File: config.mk
export PLATFORM = sky130hd
export DESIGN_NAME = dda_line_rasterizer_flat
export DESIGN_NICKNAME = d
export VERILOG_FILES = /design/src/sv/dda_pkg.sv /design/src/sv/dda_cmd_if.sv /design/src/sv/dda_pt_if.sv /design/src/sv/dda_front.sv /design/src/sv/dda_queue.sv /design/src/sv/dda_back.sv /design/src/sv/dda_line_rasterizer.sv /design/src/flat_wrapper.sv
export SDC_FILE = /design/constraint.sdc
export NUM_CORES = 1
export LEC_CHECK = 0
export ABC_AREA = 1
export BUFFER_PORTS_ARGS = -buffer_cell sky130_fd_sc_hd__clkbuf_2
export CELL_PAD_IN_SITES_DETAIL_PLACEMENT = 1
export CELL_PAD_IN_SITES_GLOBAL_PLACEMENT = 1
export CORE_MARGIN = 2
export CORE_UTILIZATION = 52
export DETAILED_ROUTE_END_ITERATION = 12
export GPL_TIMING_DRIVEN = 0
export HOLD_SLACK_MARGIN = 0.08
export PLACE_DENSITY_LB_ADDON = 0.1
export SETUP_SLACK_MARGIN = 0.3
export SYNTH_ARGS = -nofsm -noshare
export SYNTH_HDL_FRONTEND = slang
export SYNTH_SLANG_ARGS = --single-unit
File: constraint.sdc
create_clock -name clk -period 11.1 [get_ports clk]
set_input_delay 1.11 -clock clk [delete_from_list [all_inputs] [get_ports clk]]
set_output_delay 1.11 -clock clk [all_outputs]
set_load 0.1 [all_outputs]
File: src/sv/dda_pkg.sv
// Package for the DDA line rasterizer: fixed widths, shared types and the
// rounding helpers used by the back part.
// Depends on nothing.
package dda_pkg;

    // Coordinate and fixed-point widths.
    localparam int COORD_BITS   = 12;
    localparam int FRAC_BITS    = 16;
    localparam int ACC_BITS     = COORD_BITS + FRAC_BITS + 1;
    localparam int INC_BITS     = FRAC_BITS + 2;
    localparam int QUO_BITS     = FRAC_BITS + 1;
    localparam int REM_BITS     = COORD_BITS + 1;
    localparam int DIV_CNT_BITS = $clog2(QUO_BITS);

    // Command modes on the input channel.
    localparam logic MODE_LOAD    = 1'b0;
    localparam logic MODE_ADVANCE = 1'b1;

    typedef logic signed [COORD_BITS-1:0] coord_t;
    typedef logic        [COORD_BITS-1:0] mag_t;
    typedef logic signed [ACC_BITS-1:0]   acc_t;
    typedef logic signed [INC_BITS-1:0]   inc_t;
    typedef logic        [QUO_BITS-1:0]   quo_t;
    typedef logic        [REM_BITS-1:0]   rem_t;

    // Classified command passed from the front part to the back part.
    typedef struct packed {
        logic   adv;
        coord_t start_x;
        coord_t start_y;
        mag_t   mag_x;
        mag_t   mag_y;
        logic   neg_x;
        logic   neg_y;
        mag_t   steps;
    } cmd_t;

    // Back part sequencer states.
    typedef enum logic {
        BK_IDLE,
        BK_DIV
    } bk_state_t;

    // Integer coordinate to Q.FRAC_BITS accumulator value.
    function automatic acc_t to_fix(input coord_t c);
        return acc_t'(c) <<< FRAC_BITS;
    endfunction

    // Add one half, then truncate toward zero.
    function automatic coord_t round_fix(input acc_t a);
        acc_t t;
        acc_t q;
        t = a + (acc_t'(1) <<< (FRAC_BITS - 1));
        q = t >>> FRAC_BITS;
        if (t[ACC_BITS-1] && (t[FRAC_BITS-1:0] != '0))
        begin
            q = q + acc_t'(1);
        end
        return q[COORD_BITS-1:0];
    endfunction

endpackage

File: src/sv/dda_cmd_if.sv
// Input channel interface of the DDA line rasterizer: handshake and command.
// Depends on dda_pkg for the coordinate type.
interface dda_cmd_if;
    logic               valid;
    logic               ready;
    logic               mode;
    dda_pkg::coord_t    start_x;
    dda_pkg::coord_t    start_y;
    dda_pkg::coord_t    end_x;
    dda_pkg::coord_t    end_y;

    modport source (output valid, mode, start_x, start_y, end_x, end_y, input ready);
    modport sink   (input valid, mode, start_x, start_y, end_x, end_y, output ready);
endinterface

File: src/sv/dda_pt_if.sv
// Output channel interface of the DDA line rasterizer: handshake and point.
// Depends on dda_pkg for the coordinate type.
interface dda_pt_if;
    logic               valid;
    logic               ready;
    dda_pkg::coord_t    point_x;
    dda_pkg::coord_t    point_y;
    logic               point_valid;
    logic               point_last;

    modport source (output valid, point_x, point_y, point_valid, point_last, input ready);
    modport sink   (input valid, point_x, point_y, point_valid, point_last, output ready);
endinterface

File: src/sv/dda_front.sv
// Front part: accepts input transactions and classifies them into commands
// with endpoint deltas and step count. Depends on dda_pkg and dda_cmd_if.
module dda_front
(
    dda_cmd_if.sink         cmd,
    input  logic            full,
    output logic            push,
    output dda_pkg::cmd_t   cmd_out
);

    logic signed [dda_pkg::COORD_BITS:0] dx;
    logic signed [dda_pkg::COORD_BITS:0] dy;
    logic signed [dda_pkg::COORD_BITS:0] abs_x;
    logic signed [dda_pkg::COORD_BITS:0] abs_y;
    dda_pkg::mag_t                        mag_x;
    dda_pkg::mag_t                        mag_y;

    // Accept whenever the queue has room.
    assign cmd.ready = !full;
    assign push      = cmd.valid && !full;

    // Deltas and their magnitudes; a magnitude always fits the coordinate width.
    always_comb
    begin
        dx    = (dda_pkg::COORD_BITS+1)'(cmd.end_x) - (dda_pkg::COORD_BITS+1)'(cmd.start_x);
        dy    = (dda_pkg::COORD_BITS+1)'(cmd.end_y) - (dda_pkg::COORD_BITS+1)'(cmd.start_y);
        abs_x = dx[dda_pkg::COORD_BITS] ? -dx : dx;
        abs_y = dy[dda_pkg::COORD_BITS] ? -dy : dy;
        mag_x = abs_x[dda_pkg::COORD_BITS-1:0];
        mag_y = abs_y[dda_pkg::COORD_BITS-1:0];
    end

    // Build the command for the back part.
    always_comb
    begin
        cmd_out.adv     = (cmd.mode == dda_pkg::MODE_ADVANCE);
        cmd_out.start_x = cmd.start_x;
        cmd_out.start_y = cmd.start_y;
        cmd_out.mag_x   = mag_x;
        cmd_out.mag_y   = mag_y;
        cmd_out.neg_x   = dx[dda_pkg::COORD_BITS];
        cmd_out.neg_y   = dy[dda_pkg::COORD_BITS];
        cmd_out.steps   = (mag_x > mag_y) ? mag_x : mag_y;
    end

endmodule

File: src/sv/dda_queue.sv
// Short command queue between the front and back parts.
// Depends on nothing; width and depth come in as parameters.
module dda_queue
#(
    parameter int WIDTH = 8,
    parameter int DEPTH = 4
)
(
    input  logic             clk,
    input  logic             rst_n,
    input  logic             push,
    input  logic [WIDTH-1:0] wdata,
    output logic             full,
    input  logic             pop,
    output logic [WIDTH-1:0] rdata,
    output logic             empty
);

    localparam int PTR_BITS = (DEPTH > 1) ? $clog2(DEPTH) : 1;
    localparam int CNT_BITS = $clog2(DEPTH + 1);

    logic [WIDTH-1:0]    mem_reg [DEPTH];
    logic [PTR_BITS-1:0] wr_ptr_reg;
    logic [PTR_BITS-1:0] wr_ptr_next;
    logic [PTR_BITS-1:0] rd_ptr_reg;
    logic [PTR_BITS-1:0] rd_ptr_next;
    logic [CNT_BITS-1:0] count_reg;
    logic [CNT_BITS-1:0] count_next;

    assign full  = (count_reg == CNT_BITS'(DEPTH));
    assign empty = (count_reg == '0);
    assign rdata = mem_reg[rd_ptr_reg];

    // Pointer wrap and occupancy.
    always_comb
    begin
        wr_ptr_next = wr_ptr_reg;
        rd_ptr_next = rd_ptr_reg;
        count_next  = count_reg;
        if (push)
        begin
            wr_ptr_next = (wr_ptr_reg == PTR_BITS'(DEPTH - 1)) ? '0 : wr_ptr_reg + 1'b1;
        end
        if (pop)
        begin
            rd_ptr_next = (rd_ptr_reg == PTR_BITS'(DEPTH - 1)) ? '0 : rd_ptr_reg + 1'b1;
        end
        if (push && !pop)
        begin
            count_next = count_reg + 1'b1;
        end
        else if (pop && !push)
        begin
            count_next = count_reg - 1'b1;
        end
    end

    always_ff @(posedge clk or negedge rst_n)
    begin
        if (!rst_n)
        begin
            wr_ptr_reg <= '0;
            rd_ptr_reg <= '0;
            count_reg  <= '0;
        end
        else
        begin
            wr_ptr_reg <= wr_ptr_next;
            rd_ptr_reg <= rd_ptr_next;
            count_reg  <= count_next;
        end
    end

    // Entry storage.
    always_ff @(posedge clk)
    begin
        if (push)
        begin
            mem_reg[wr_ptr_reg] <= wdata;
        end
    end

endmodule

File: src/sv/dda_back.sv
// Back part: carries out load and advance commands, runs the restoring
// divider for the increments of both axes and holds the output register.
// Depends on dda_pkg and dda_pt_if.
module dda_back
(
    input  logic            clk,
    input  logic            rst_n,
    input  logic            empty,
    input  dda_pkg::cmd_t   cmd_in,
    output logic            pop,
    dda_pt_if.source        pt
);

    dda_pkg::bk_state_t                  state_reg, state_next;
    dda_pkg::acc_t                       acc_x_reg, acc_x_next;
    dda_pkg::acc_t                       acc_y_reg, acc_y_next;
    dda_pkg::inc_t                       inc_x_reg, inc_x_next;
    dda_pkg::inc_t                       inc_y_reg, inc_y_next;
    dda_pkg::mag_t                       steps_left_reg, steps_left_next;
    logic                                active_reg, active_next;
    logic [dda_pkg::DIV_CNT_BITS-1:0]    div_cnt_reg, div_cnt_next;
    dda_pkg::mag_t                       div_steps_reg, div_steps_next;
    dda_pkg::rem_t                       rem_x_reg, rem_x_next;
    dda_pkg::rem_t                       rem_y_reg, rem_y_next;
    dda_pkg::quo_t                       quo_x_reg, quo_x_next;
    dda_pkg::quo_t                       quo_y_reg, quo_y_next;
    logic                                neg_x_reg, neg_x_next;
    logic                                neg_y_reg, neg_y_next;
    logic                                out_valid_reg, out_valid_next;
    dda_pkg::coord_t                     px_reg, px_next;
    dda_pkg::coord_t                     py_reg, py_next;
    logic                                pvalid_reg, pvalid_next;
    logic                                plast_reg, plast_next;

    logic                                can_emit;
    logic                                bit_x;
    logic                                bit_y;
    dda_pkg::rem_t                       rem_x_sub;
    dda_pkg::rem_t                       rem_y_sub;
    dda_pkg::quo_t                       quo_x_new;
    dda_pkg::quo_t                       quo_y_new;
    dda_pkg::acc_t                       adv_x;
    dda_pkg::acc_t                       adv_y;
    dda_pkg::acc_t                       start_fx;
    dda_pkg::acc_t                       start_fy;

    assign pt.valid       = out_valid_reg;
    assign pt.point_x     = px_reg;
    assign pt.point_y     = py_reg;
    assign pt.point_valid = pvalid_reg;
    assign pt.point_last  = plast_reg;

    // A command is taken only when the output register can hold its result.
    assign can_emit = !out_valid_reg || pt.ready;
    assign pop      = (state_reg == dda_pkg::BK_IDLE) && !empty && can_emit;

    // One restoring step per cycle for each axis.
    always_comb
    begin
        bit_x     = (rem_x_reg >= {1'b0, div_steps_reg});
        bit_y     = (rem_y_reg >= {1'b0, div_steps_reg});
        rem_x_sub = bit_x ? rem_x_reg - {1'b0, div_steps_reg} : rem_x_reg;
        rem_y_sub = bit_y ? rem_y_reg - {1'b0, div_steps_reg} : rem_y_reg;
        quo_x_new = {quo_x_reg[dda_pkg::QUO_BITS-2:0], bit_x};
        quo_y_new = {quo_y_reg[dda_pkg::QUO_BITS-2:0], bit_y};
    end

    // Accumulator step and start position.
    always_comb
    begin
        adv_x    = acc_x_reg + dda_pkg::acc_t'(inc_x_reg);
        adv_y    = acc_y_reg + dda_pkg::acc_t'(inc_y_reg);
        start_fx = dda_pkg::to_fix(cmd_in.start_x);
        start_fy = dda_pkg::to_fix(cmd_in.start_y);
    end

    // Sequencer: command execution, divider iterations and output register.
    always_comb
    begin
        state_next      = state_reg;
        acc_x_next      = acc_x_reg;
        acc_y_next      = acc_y_reg;
        inc_x_next      = inc_x_reg;
        inc_y_next      = inc_y_reg;
        steps_left_next = steps_left_reg;
        active_next     = active_reg;
        div_cnt_next    = div_cnt_reg;
        div_steps_next  = div_steps_reg;
        rem_x_next      = rem_x_reg;
        rem_y_next      = rem_y_reg;
        quo_x_next      = quo_x_reg;
        quo_y_next      = quo_y_reg;
        neg_x_next      = neg_x_reg;
        neg_y_next      = neg_y_reg;
        px_next         = px_reg;
        py_next         = py_reg;
        pvalid_next     = pvalid_reg;
        plast_next      = plast_reg;
        out_valid_next  = pt.ready ? 1'b0 : out_valid_reg;

        case (state_reg)
            dda_pkg::BK_IDLE:
            begin
                if (pop)
                begin
                    out_valid_next = 1'b1;
                    if (cmd_in.adv)
                    begin
                        if (active_reg)
                        begin
                            acc_x_next      = adv_x;
                            acc_y_next      = adv_y;
                            steps_left_next = steps_left_reg - 1'b1;
                            px_next         = dda_pkg::round_fix(adv_x);
                            py_next         = dda_pkg::round_fix(adv_y);
                            pvalid_next     = 1'b1;
                            plast_next      = (steps_left_reg == dda_pkg::mag_t'(1));
                            active_next     = (steps_left_reg != dda_pkg::mag_t'(1));
                        end
                        else
                        begin
                            px_next     = '0;
                            py_next     = '0;
                            pvalid_next = 1'b0;
                            plast_next  = 1'b0;
                        end
                    end
                    else if (cmd_in.steps == '0)
                    begin
                        // Equal endpoints: a single point, no division.
                        acc_x_next      = start_fx;
                        acc_y_next      = start_fy;
                        inc_x_next      = '0;
                        inc_y_next      = '0;
                        steps_left_next = '0;
                        active_next     = 1'b0;
                        px_next         = cmd_in.start_x;
                        py_next         = cmd_in.start_y;
                        pvalid_next     = 1'b1;
                        plast_next      = 1'b1;
                    end
                    else
                    begin
                        // Emit the rounded start point and start the divider.
                        acc_x_next      = start_fx;
                        acc_y_next      = start_fy;
                        steps_left_next = cmd_in.steps;
                        active_next     = 1'b1;
                        px_next         = dda_pkg::round_fix(start_fx);
                        py_next         = dda_pkg::round_fix(start_fy);
                        pvalid_next     = 1'b1;
                        plast_next      = 1'b0;
                        div_cnt_next    = '0;
                        div_steps_next  = cmd_in.steps;
                        rem_x_next      = {1'b0, cmd_in.mag_x};
                        rem_y_next      = {1'b0, cmd_in.mag_y};
                        quo_x_next      = '0;
                        quo_y_next      = '0;
                        neg_x_next      = cmd_in.neg_x;
                        neg_y_next      = cmd_in.neg_y;
                        state_next      = dda_pkg::BK_DIV;
                    end
                end
            end

            dda_pkg::BK_DIV:
            begin
                rem_x_next   = {rem_x_sub[dda_pkg::REM_BITS-2:0], 1'b0};
                rem_y_next   = {rem_y_sub[dda_pkg::REM_BITS-2:0], 1'b0};
                quo_x_next   = quo_x_new;
                quo_y_next   = quo_y_new;
                div_cnt_next = div_cnt_reg + 1'b1;
                if (div_cnt_reg == dda_pkg::DIV_CNT_BITS'(dda_pkg::QUO_BITS - 1))
                begin
                    // Last quotient bit: apply the sign and load the increments.
                    inc_x_next = neg_x_reg ? -dda_pkg::inc_t'({1'b0, quo_x_new})
                                           :  dda_pkg::inc_t'({1'b0, quo_x_new});
                    inc_y_next = neg_y_reg ? -dda_pkg::inc_t'({1'b0, quo_y_new})
                                           :  dda_pkg::inc_t'({1'b0, quo_y_new});
                    state_next = dda_pkg::BK_IDLE;
                end
            end

            default:
            begin
                state_next = dda_pkg::BK_IDLE;
            end
        endcase
    end

    // Control and line state.
    always_ff @(posedge clk or negedge rst_n)
    begin
        if (!rst_n)
        begin
            state_reg      <= dda_pkg::BK_IDLE;
            acc_x_reg      <= '0;
            acc_y_reg      <= '0;
            inc_x_reg      <= '0;
            inc_y_reg      <= '0;
            steps_left_reg <= '0;
            active_reg     <= 1'b0;
            div_cnt_reg    <= '0;
            out_valid_reg  <= 1'b0;
        end
        else
        begin
            state_reg      <= state_next;
            acc_x_reg      <= acc_x_next;
            acc_y_reg      <= acc_y_next;
            inc_x_reg      <= inc_x_next;
            inc_y_reg      <= inc_y_next;
            steps_left_reg <= steps_left_next;
            active_reg     <= active_next;
            div_cnt_reg    <= div_cnt_next;
            out_valid_reg  <= out_valid_next;
        end
    end

    // Divider operands and output payload.
    always_ff @(posedge clk)
    begin
        div_steps_reg <= div_steps_next;
        rem_x_reg     <= rem_x_next;
        rem_y_reg     <= rem_y_next;
        quo_x_reg     <= quo_x_next;
        quo_y_reg     <= quo_y_next;
        neg_x_reg     <= neg_x_next;
        neg_y_reg     <= neg_y_next;
        px_reg        <= px_next;
        py_reg        <= py_next;
        pvalid_reg    <= pvalid_next;
        plast_reg     <= plast_next;
    end

endmodule

File: src/sv/dda_line_rasterizer.sv
// Top level of the DDA line rasterizer: front classifier, command queue and
// back executor. Depends on dda_pkg, dda_cmd_if, dda_pt_if and the submodules.
//
//   Channel | Direction | Transaction
//   --------+-----------+------------------------------------------------
//   cmd     | in        | mode, start_x, start_y, end_x, end_y
//   pt      | out       | point_x, point_y, point_valid, point_last
//
// Every cmd transaction yields exactly one pt transaction, in order.
// An advance needs no division in the back part, so points stream at one per
// cycle while commands are queued and the output is ready. A load with distinct
// endpoints holds the back part, one quotient bit per cycle in the restoring
// divider. The queue keeps accepting up to QUEUE_DEPTH commands while the back
// part divides or the output stalls. Reset clears the queue and all line state.
module dda_line_rasterizer
#(
    parameter int QUEUE_DEPTH = 4
)
(
    input  logic      clk,
    input  logic      rst_n,
    dda_cmd_if.sink   cmd,
    dda_pt_if.source  pt
);

    localparam int CMD_BITS = $bits(dda_pkg::cmd_t);

    logic                push;
    logic                pop;
    logic                full;
    logic                empty;
    dda_pkg::cmd_t       front_cmd;
    logic [CMD_BITS-1:0] queue_rdata;
    dda_pkg::cmd_t       back_cmd;

    // Classify incoming transactions.
    dda_front u_front
    (
        .cmd     (cmd),
        .full    (full),
        .push    (push),
        .cmd_out (front_cmd)
    );

    // Decouple the front from the back.
    dda_queue
    #(
        .WIDTH (CMD_BITS),
        .DEPTH (QUEUE_DEPTH)
    )
    u_queue
    (
        .clk   (clk),
        .rst_n (rst_n),
        .push  (push),
        .wdata (front_cmd),
        .full  (full),
        .pop   (pop),
        .rdata (queue_rdata),
        .empty (empty)
    );

    assign back_cmd = dda_pkg::cmd_t'(queue_rdata);

    // Execute commands and drive the point channel.
    dda_back u_back
    (
        .clk    (clk),
        .rst_n  (rst_n),
        .empty  (empty),
        .cmd_in (back_cmd),
        .pop    (pop),
        .pt     (pt)
    );

endmodule
File: src/flat_wrapper.sv
// flat-port wrapper written by rule: the top's interface ports become plain ports
module dda_line_rasterizer_flat 
#(
    parameter int QUEUE_DEPTH = 4
)
  (clk, rst_n, cmd_valid, cmd_mode, cmd_start_x, cmd_start_y, cmd_end_x, cmd_end_y, cmd_ready, pt_valid, pt_point_x, pt_point_y, pt_point_valid, pt_point_last, pt_ready);
  dda_cmd_if cmd_i ();
  dda_pt_if pt_i ();
  input  logic clk;
  input  logic rst_n;
  input wire logic [$bits(cmd_i.valid)-1:0] cmd_valid;
  input wire logic [$bits(cmd_i.mode)-1:0] cmd_mode;
  input wire logic [$bits(cmd_i.start_x)-1:0] cmd_start_x;
  input wire logic [$bits(cmd_i.start_y)-1:0] cmd_start_y;
  input wire logic [$bits(cmd_i.end_x)-1:0] cmd_end_x;
  input wire logic [$bits(cmd_i.end_y)-1:0] cmd_end_y;
  output wire logic [$bits(cmd_i.ready)-1:0] cmd_ready;
  output wire logic [$bits(pt_i.valid)-1:0] pt_valid;
  output wire logic [$bits(pt_i.point_x)-1:0] pt_point_x;
  output wire logic [$bits(pt_i.point_y)-1:0] pt_point_y;
  output wire logic [$bits(pt_i.point_valid)-1:0] pt_point_valid;
  output wire logic [$bits(pt_i.point_last)-1:0] pt_point_last;
  input wire logic [$bits(pt_i.ready)-1:0] pt_ready;
  assign cmd_i.valid = cmd_valid;
  assign cmd_i.mode = cmd_mode;
  assign cmd_i.start_x = cmd_start_x;
  assign cmd_i.start_y = cmd_start_y;
  assign cmd_i.end_x = cmd_end_x;
  assign cmd_i.end_y = cmd_end_y;
  assign cmd_ready = cmd_i.ready;
  assign pt_valid = pt_i.valid;
  assign pt_point_x = pt_i.point_x;
  assign pt_point_y = pt_i.point_y;
  assign pt_point_valid = pt_i.point_valid;
  assign pt_point_last = pt_i.point_last;
  assign pt_i.ready = pt_ready;
  dda_line_rasterizer #(.QUEUE_DEPTH(QUEUE_DEPTH)) u_core (.clk(clk), .rst_n(rst_n), .cmd(cmd_i), .pt(pt_i));
endmodule
== Yosys cells after proc, flatten, opt, wreduce, memory -nomap -nowiden ==
Memory sizes are Yosys's and may differ from the RTL's.
Index checks and enable logic that the tools add are counted.

* Register bits: 219
* Bits in writable memories: 252
* Input port bits: 53
* Output and inout port bits: 28
* Logic and storage cells: 161
* Memories: 1

* $add $sub $neg: 24
* $lt $le $gt $ge: 3
* Eq/ne operators: 12
* Multiplexer cells: 68
* Bitwise operators: 3
* Reductions and logical operators: 27

{| class="wikitable"
|+ Memories
! name !! depth !! width !! rd ports !! clocked after memory_dff !! wr ports !! line !! source
|-
| u_core.u_queue.mem_reg || 4 || 63 || 1 || 0 || 1 || dda_queue.sv:22 || <nowiki>logic [WIDTH-1:0] mem_reg [DEPTH];</nowiki>
|}

{| class="wikitable"
|+ Operators by type and width
! kind !! count
|-
| $mux 12 || 18
|-
| $mux 18 || 7
|-
| $mux 29 || 4
|-
| $mux 13 || 6
|-
| $pmux 18 s2 || 2
|-
| $pmux 16 s2 || 2
|-
| $reduce_bool 16->1 || 4
|-
| $add 28x17->29 const B || 2
|-
| $add 29x17->29 const B || 2
|-
| $add 29x18->29 || 2
|-
| $pmux 13 s2 || 2
|-
| $add 12x2->12 const B || 4
|-
| $mux 16 || 3
|-
| $neg 17->18 || 2
|-
| $ge 13x12->1 || 2
|-
| $sub 12x12->13 || 2
|-
| $neg 12->12 || 2
|-
| $sub 12x12->12 || 2
|-
| $mux 1 || 15
|-
| $mux 5 || 3
|-
| $eq 12x1->1 const B || 1
|-
| $gt 12x12->1 || 1
|-
| $logic_not 12->1 || 1
|-
| $ne 12x1->1 const B || 1
|-
| 23 further kinds || 47
|}

== Logic depth before layout (Yosys ltp) ==
* Depth in word-level cells: 7
* Gate-level depth with buffers: 35
* Depth with buffers taken out: 34

== Cells and area by module ==
From an unflattened synthesis, not the netlist that was laid out.

* Cell total of the unflattened synthesis: 3722
* Area, all modules: 30370.4 µm²

{| class="wikitable"
|+ Modules (own cells, without submodules)
! module !! times used !! cells an instance !! area each (µm²) !! sequential area each (µm²)
|-
| dda_back || 1 || 2421 || 16732.3 || 5795.6
|-
| dda_queue || 1 || 786 || 10905.5 || 7742.4
|-
| dda_front || 1 || 515 || 2732.6 || 0.0
|}

== Worst setup path before layout ==
No wires, ideal clock.

* Path type: input to register
* Start point: input port pt_ready
* End point: register u_core.u_back.quo_x_reg[0], enable pin
* Setup time: 0.420 ns
* Arrival time: 5.082 ns
* Required time: 10.680 ns
* Slack: 5.598 ns
* Stages: 7
* Buffers on the path: 1
* Path through: nor2_1 > nor2_1 > clkbuf_1 > inv_1 > nor3_1 > inv_1 > nand2_1

* Cells in the longest elaborated chain, start to end: 4

{| class="wikitable"
|+ Ends and longest elaborated chain
! item !! line !! source
|-
| from (decl) || flat_wrapper.sv:23 || <nowiki>input wire logic [$bits(pt_i.ready)-1:0] pt_ready;</nowiki>
|-
| $logic_or 1x1->1 || dda_back.sv:54 || <nowiki>assign can_emit = !out_valid_reg || pt.ready;</nowiki>
|-
| $logic_and 1x1->1 || dda_back.sv:55 || <nowiki>assign pop = (state_reg == dda_pkg::BK_IDLE) && !empty && can_emit;</nowiki>
|-
| $ne 2x1->1 (no source line) || -- ||
|-
| $reduce_and 3->1 (no source line) || -- ||
|-
| to (signal assigned) || dda_back.sv:226 || <nowiki>quo_x_reg <= quo_x_next;</nowiki>
|-
| to (decl) || dda_back.sv:25 || <nowiki>dda_pkg::quo_t quo_x_reg, quo_x_next;</nowiki>
|}

Every way passes these cells.
A chain may end at the register's enable or synchronous reset.

==> summary.md <==
| Metric | Value |
|---|---|
| Status | finished, final reports clean |
| Busiest grt layer | met2 |
| Share of layout cells above drive strength 1 | 9.27% |
| CORE AREA | 0.0551 mm2 |
| Via density | 5.73 |
| DP HPWL | 75100 um |
| H-tree levels | 2 |
| Area of the multi-input gates | roughly 0.013 mm2 |
| Post-synthesis sequential area ratio | 46.8% |
| Vias in the first global route | approximately 27000 |
| CP max-delay cell | xor2_1 |
| Number of max-slew violations in the final report | 0 |
| Syn nets | 3758 |
| Mapped Cells | 3562 |
| Gr usage total | 34.5% |
| Count of final setup violators | 0 |
| Drt initial violations | between 1500 and 2000 |
| Final core occ | 58.7% |
| Placed Area | 0.0306 mm2 |
| Fraction of registers with async set/reset | 25.7% |
| Area leader, netlist | edfxtp_1 |
| Layout Nets | just under 4000 |
| Cell area after layout | about 0.032 mm2 |
| Hold Worst Slack | 0.424 ns |
| # rows | 86 |
| Top delay family on crit path | compound AO/OA/AOI/OAI gates |
| First-pass GRT wire length | 153000 um |
| Unrepaired setup endpoints after global routing | false |
| Fill cell count | 6782 |
| Crit. End Element | register |
| Most common cell after layout, fill and taps aside | nand2_1 |
| Starting Density | 52.6% |
| Total die area | 0.0576 mm2 |
| Total gr overflow | 0 |
| Root buf cell | clkbuf_16 |
| Die W | 240 um |
| Max reg flops | approximately 250 |
| Initial antenna violation count | 1 |
| Port bufs | 80 |
| Post-CTS resize count | 0 |
| Worst-Skew Late Latency | 0.63 ns |
| Final wirelength | 98600 um |
| ANT cells | 0 |
| Boundary Pins | 81 |
| CP Data Required Time | ~11 ns |
| Die Y | about 240 um |
| 1st-pass router iterations | 5 |
| Slew margin rel. | 20.4% |
| GR Layer Usage met1 | 43.6% |
| Setup crit start kind | input port |
| Synthesis-stage register bit count | 471 |
| DR WL/cell | 21.9 um |
| WS Path Type | in2reg |
| Synth unique cells | 61 |
| EDFF count, synth | between 300 and 400 |
| Seq. cell area | 0.0135 mm2 |
| Share of the synthesized area in the top cell type | 36.3% |
| Antenna-violating nets left | 0 |
| Max-cap violations | 0 |
| Worst Path Buf+Inv | 5 |
| Hold Buf Count CTS | 0 |
| Met3 Use GR | around 3.2% |
| Placer Congestion | 0.965 |
| Worst Path Arrival | 6.68 ns |
| Clock sinks | 471 |
| Reg clk slew, reported paths | around 0.060 ns |
| Mapped cell area | 0.0290 mm2 |
| Largest net degree at the start of global routing | 69 |
| CTS max path bufs | 3 |
| Total CTS buffers | between 50 and 60 |
| Final count of hold timing violations | 0 |
| Worst-margin pin slew | ~1.2 ns |
| CP max stage delay | 0.74 ns |
| Final period utilization | 57.2% |
| Fmax | around 160 MHz |
| Reg2Reg Setup Slack | about 6.7 ns |
| Hold Path Class | in2async |
| CTS tree | built |
| Tmin final | 6.34 ns |
| Via count | 25800 |
| CP dominant cell by count | nand2_1 |
| Worst Clk Skew | 0.0732 ns |
| TNS Setup | 0 ns |
| Setup bufs post-CTS | 0 |
| Top area cells in the synthesized netlist | edfxtp_1 (36%), nand2_1 (13%), dfrtp_1 (10%) |
| Synth Area per Inst | between 8 and 9 um2 |
| Synth-to-Final Area Change | 11.8% |
| Yosys warns | 0 |
| Ys flop type | edfxtp_1 |
| # DRC | 0 |
| Routing usage on met2 | 61.1% |
| Commonest non-fill, non-tap cells in the layout | nand2_1 (973), inv_1 (489), edfxtp_1 (350), nor2_1 (322), o21ai_0 (248) |
| Worst Path Max Fanout | 10 |
[cell type report]
type	instances	area share, %
tap	748	2.89
buffer	91	1.31
multi-input combinational	2493	40.6
sequential	471	41.8
timing repair buffer	91	1.96
inverter	507	5.88
clock inverter	43	1.30
clock buffer	59	4.23
[synth_stat cells, drive strengths merged, types with 3 or more instances]
cell and number:
nand2 1027, inv 504, nor2 366, edfxtp 350, o21ai 261, nand3 176, a21oi 167, ha 136
dfrtp 121, xor2 57, clkbuf 54, o22ai 46, xnor2 46, nand4 45, nor3 39, buf 37
a31oi 18, a32oi 15, o31ai 11, o211ai 10, nand3b 8, o21bai 8, and2 7, fa 7
nor4 7, or2 7, a21o 4, clkinv 3, o41ai 3
[kinds of logic after synthesis]
group                    count (synthesis)  synth area share [%]
multiplexers                             2                0.0735
AND/OR/NAND/NOR                       1686                  24.9
AO/OA/AOI/OAI                          559                  10.7
adder cells (fa/ha/maj)                143                  6.36
flip-flops                             471                  46.8
buffers and inverters                  598                  8.04
XOR/XNOR                               103                  3.12
[routing by layer]
layer  wire length, um  part of all wire (%)
met1             40900                    41
met2             49500                    50
met3              4630                   4.7
met4              3510                   3.6
met5                 0                     0
[stage by stage]
step,worst slack [ns],cells
floorplan,5.60,3562
global placement,2.64,4390
detailed placement,4.35,4401
CTS,4.94,4503
global route,4.34,4503
finish,4.76,4503
[final timing paths]
path / startpoint / endpoint / cells after the start
min reg2reg: u_core.u_back.acc_x_reg[5]$_DFFE_PN0P_ / u_core.u_back.acc_x_reg[5]$_DFFE_PN0P_ / 2
max in group asynchronous: rst_n / u_core.u_back.acc_x_reg[18]$_DFFE_PN0P_ / 2
min in group clk: u_core.u_back.acc_x_reg[5]$_DFFE_PN0P_ / u_core.u_back.acc_x_reg[5]$_DFFE_PN0P_ / 2
min: rst_n / u_core.u_back.inc_x_reg[5]$_DFFE_PN0P_ / 1
max reg2reg: u_core.u_queue.rd_ptr_reg[1]$_DFFE_PN0P_ / u_core.u_back.quo_x_reg[14]$_SDFFCE_PN0P_ / 10
max: cmd_start_y[0] / u_core.u_queue.mem_reg[1][10]$_DFFE_PP_ / 29
Power is not shown: default switching activity piles up to over one toggle a cycle in this logic, so the estimate is an artifact.
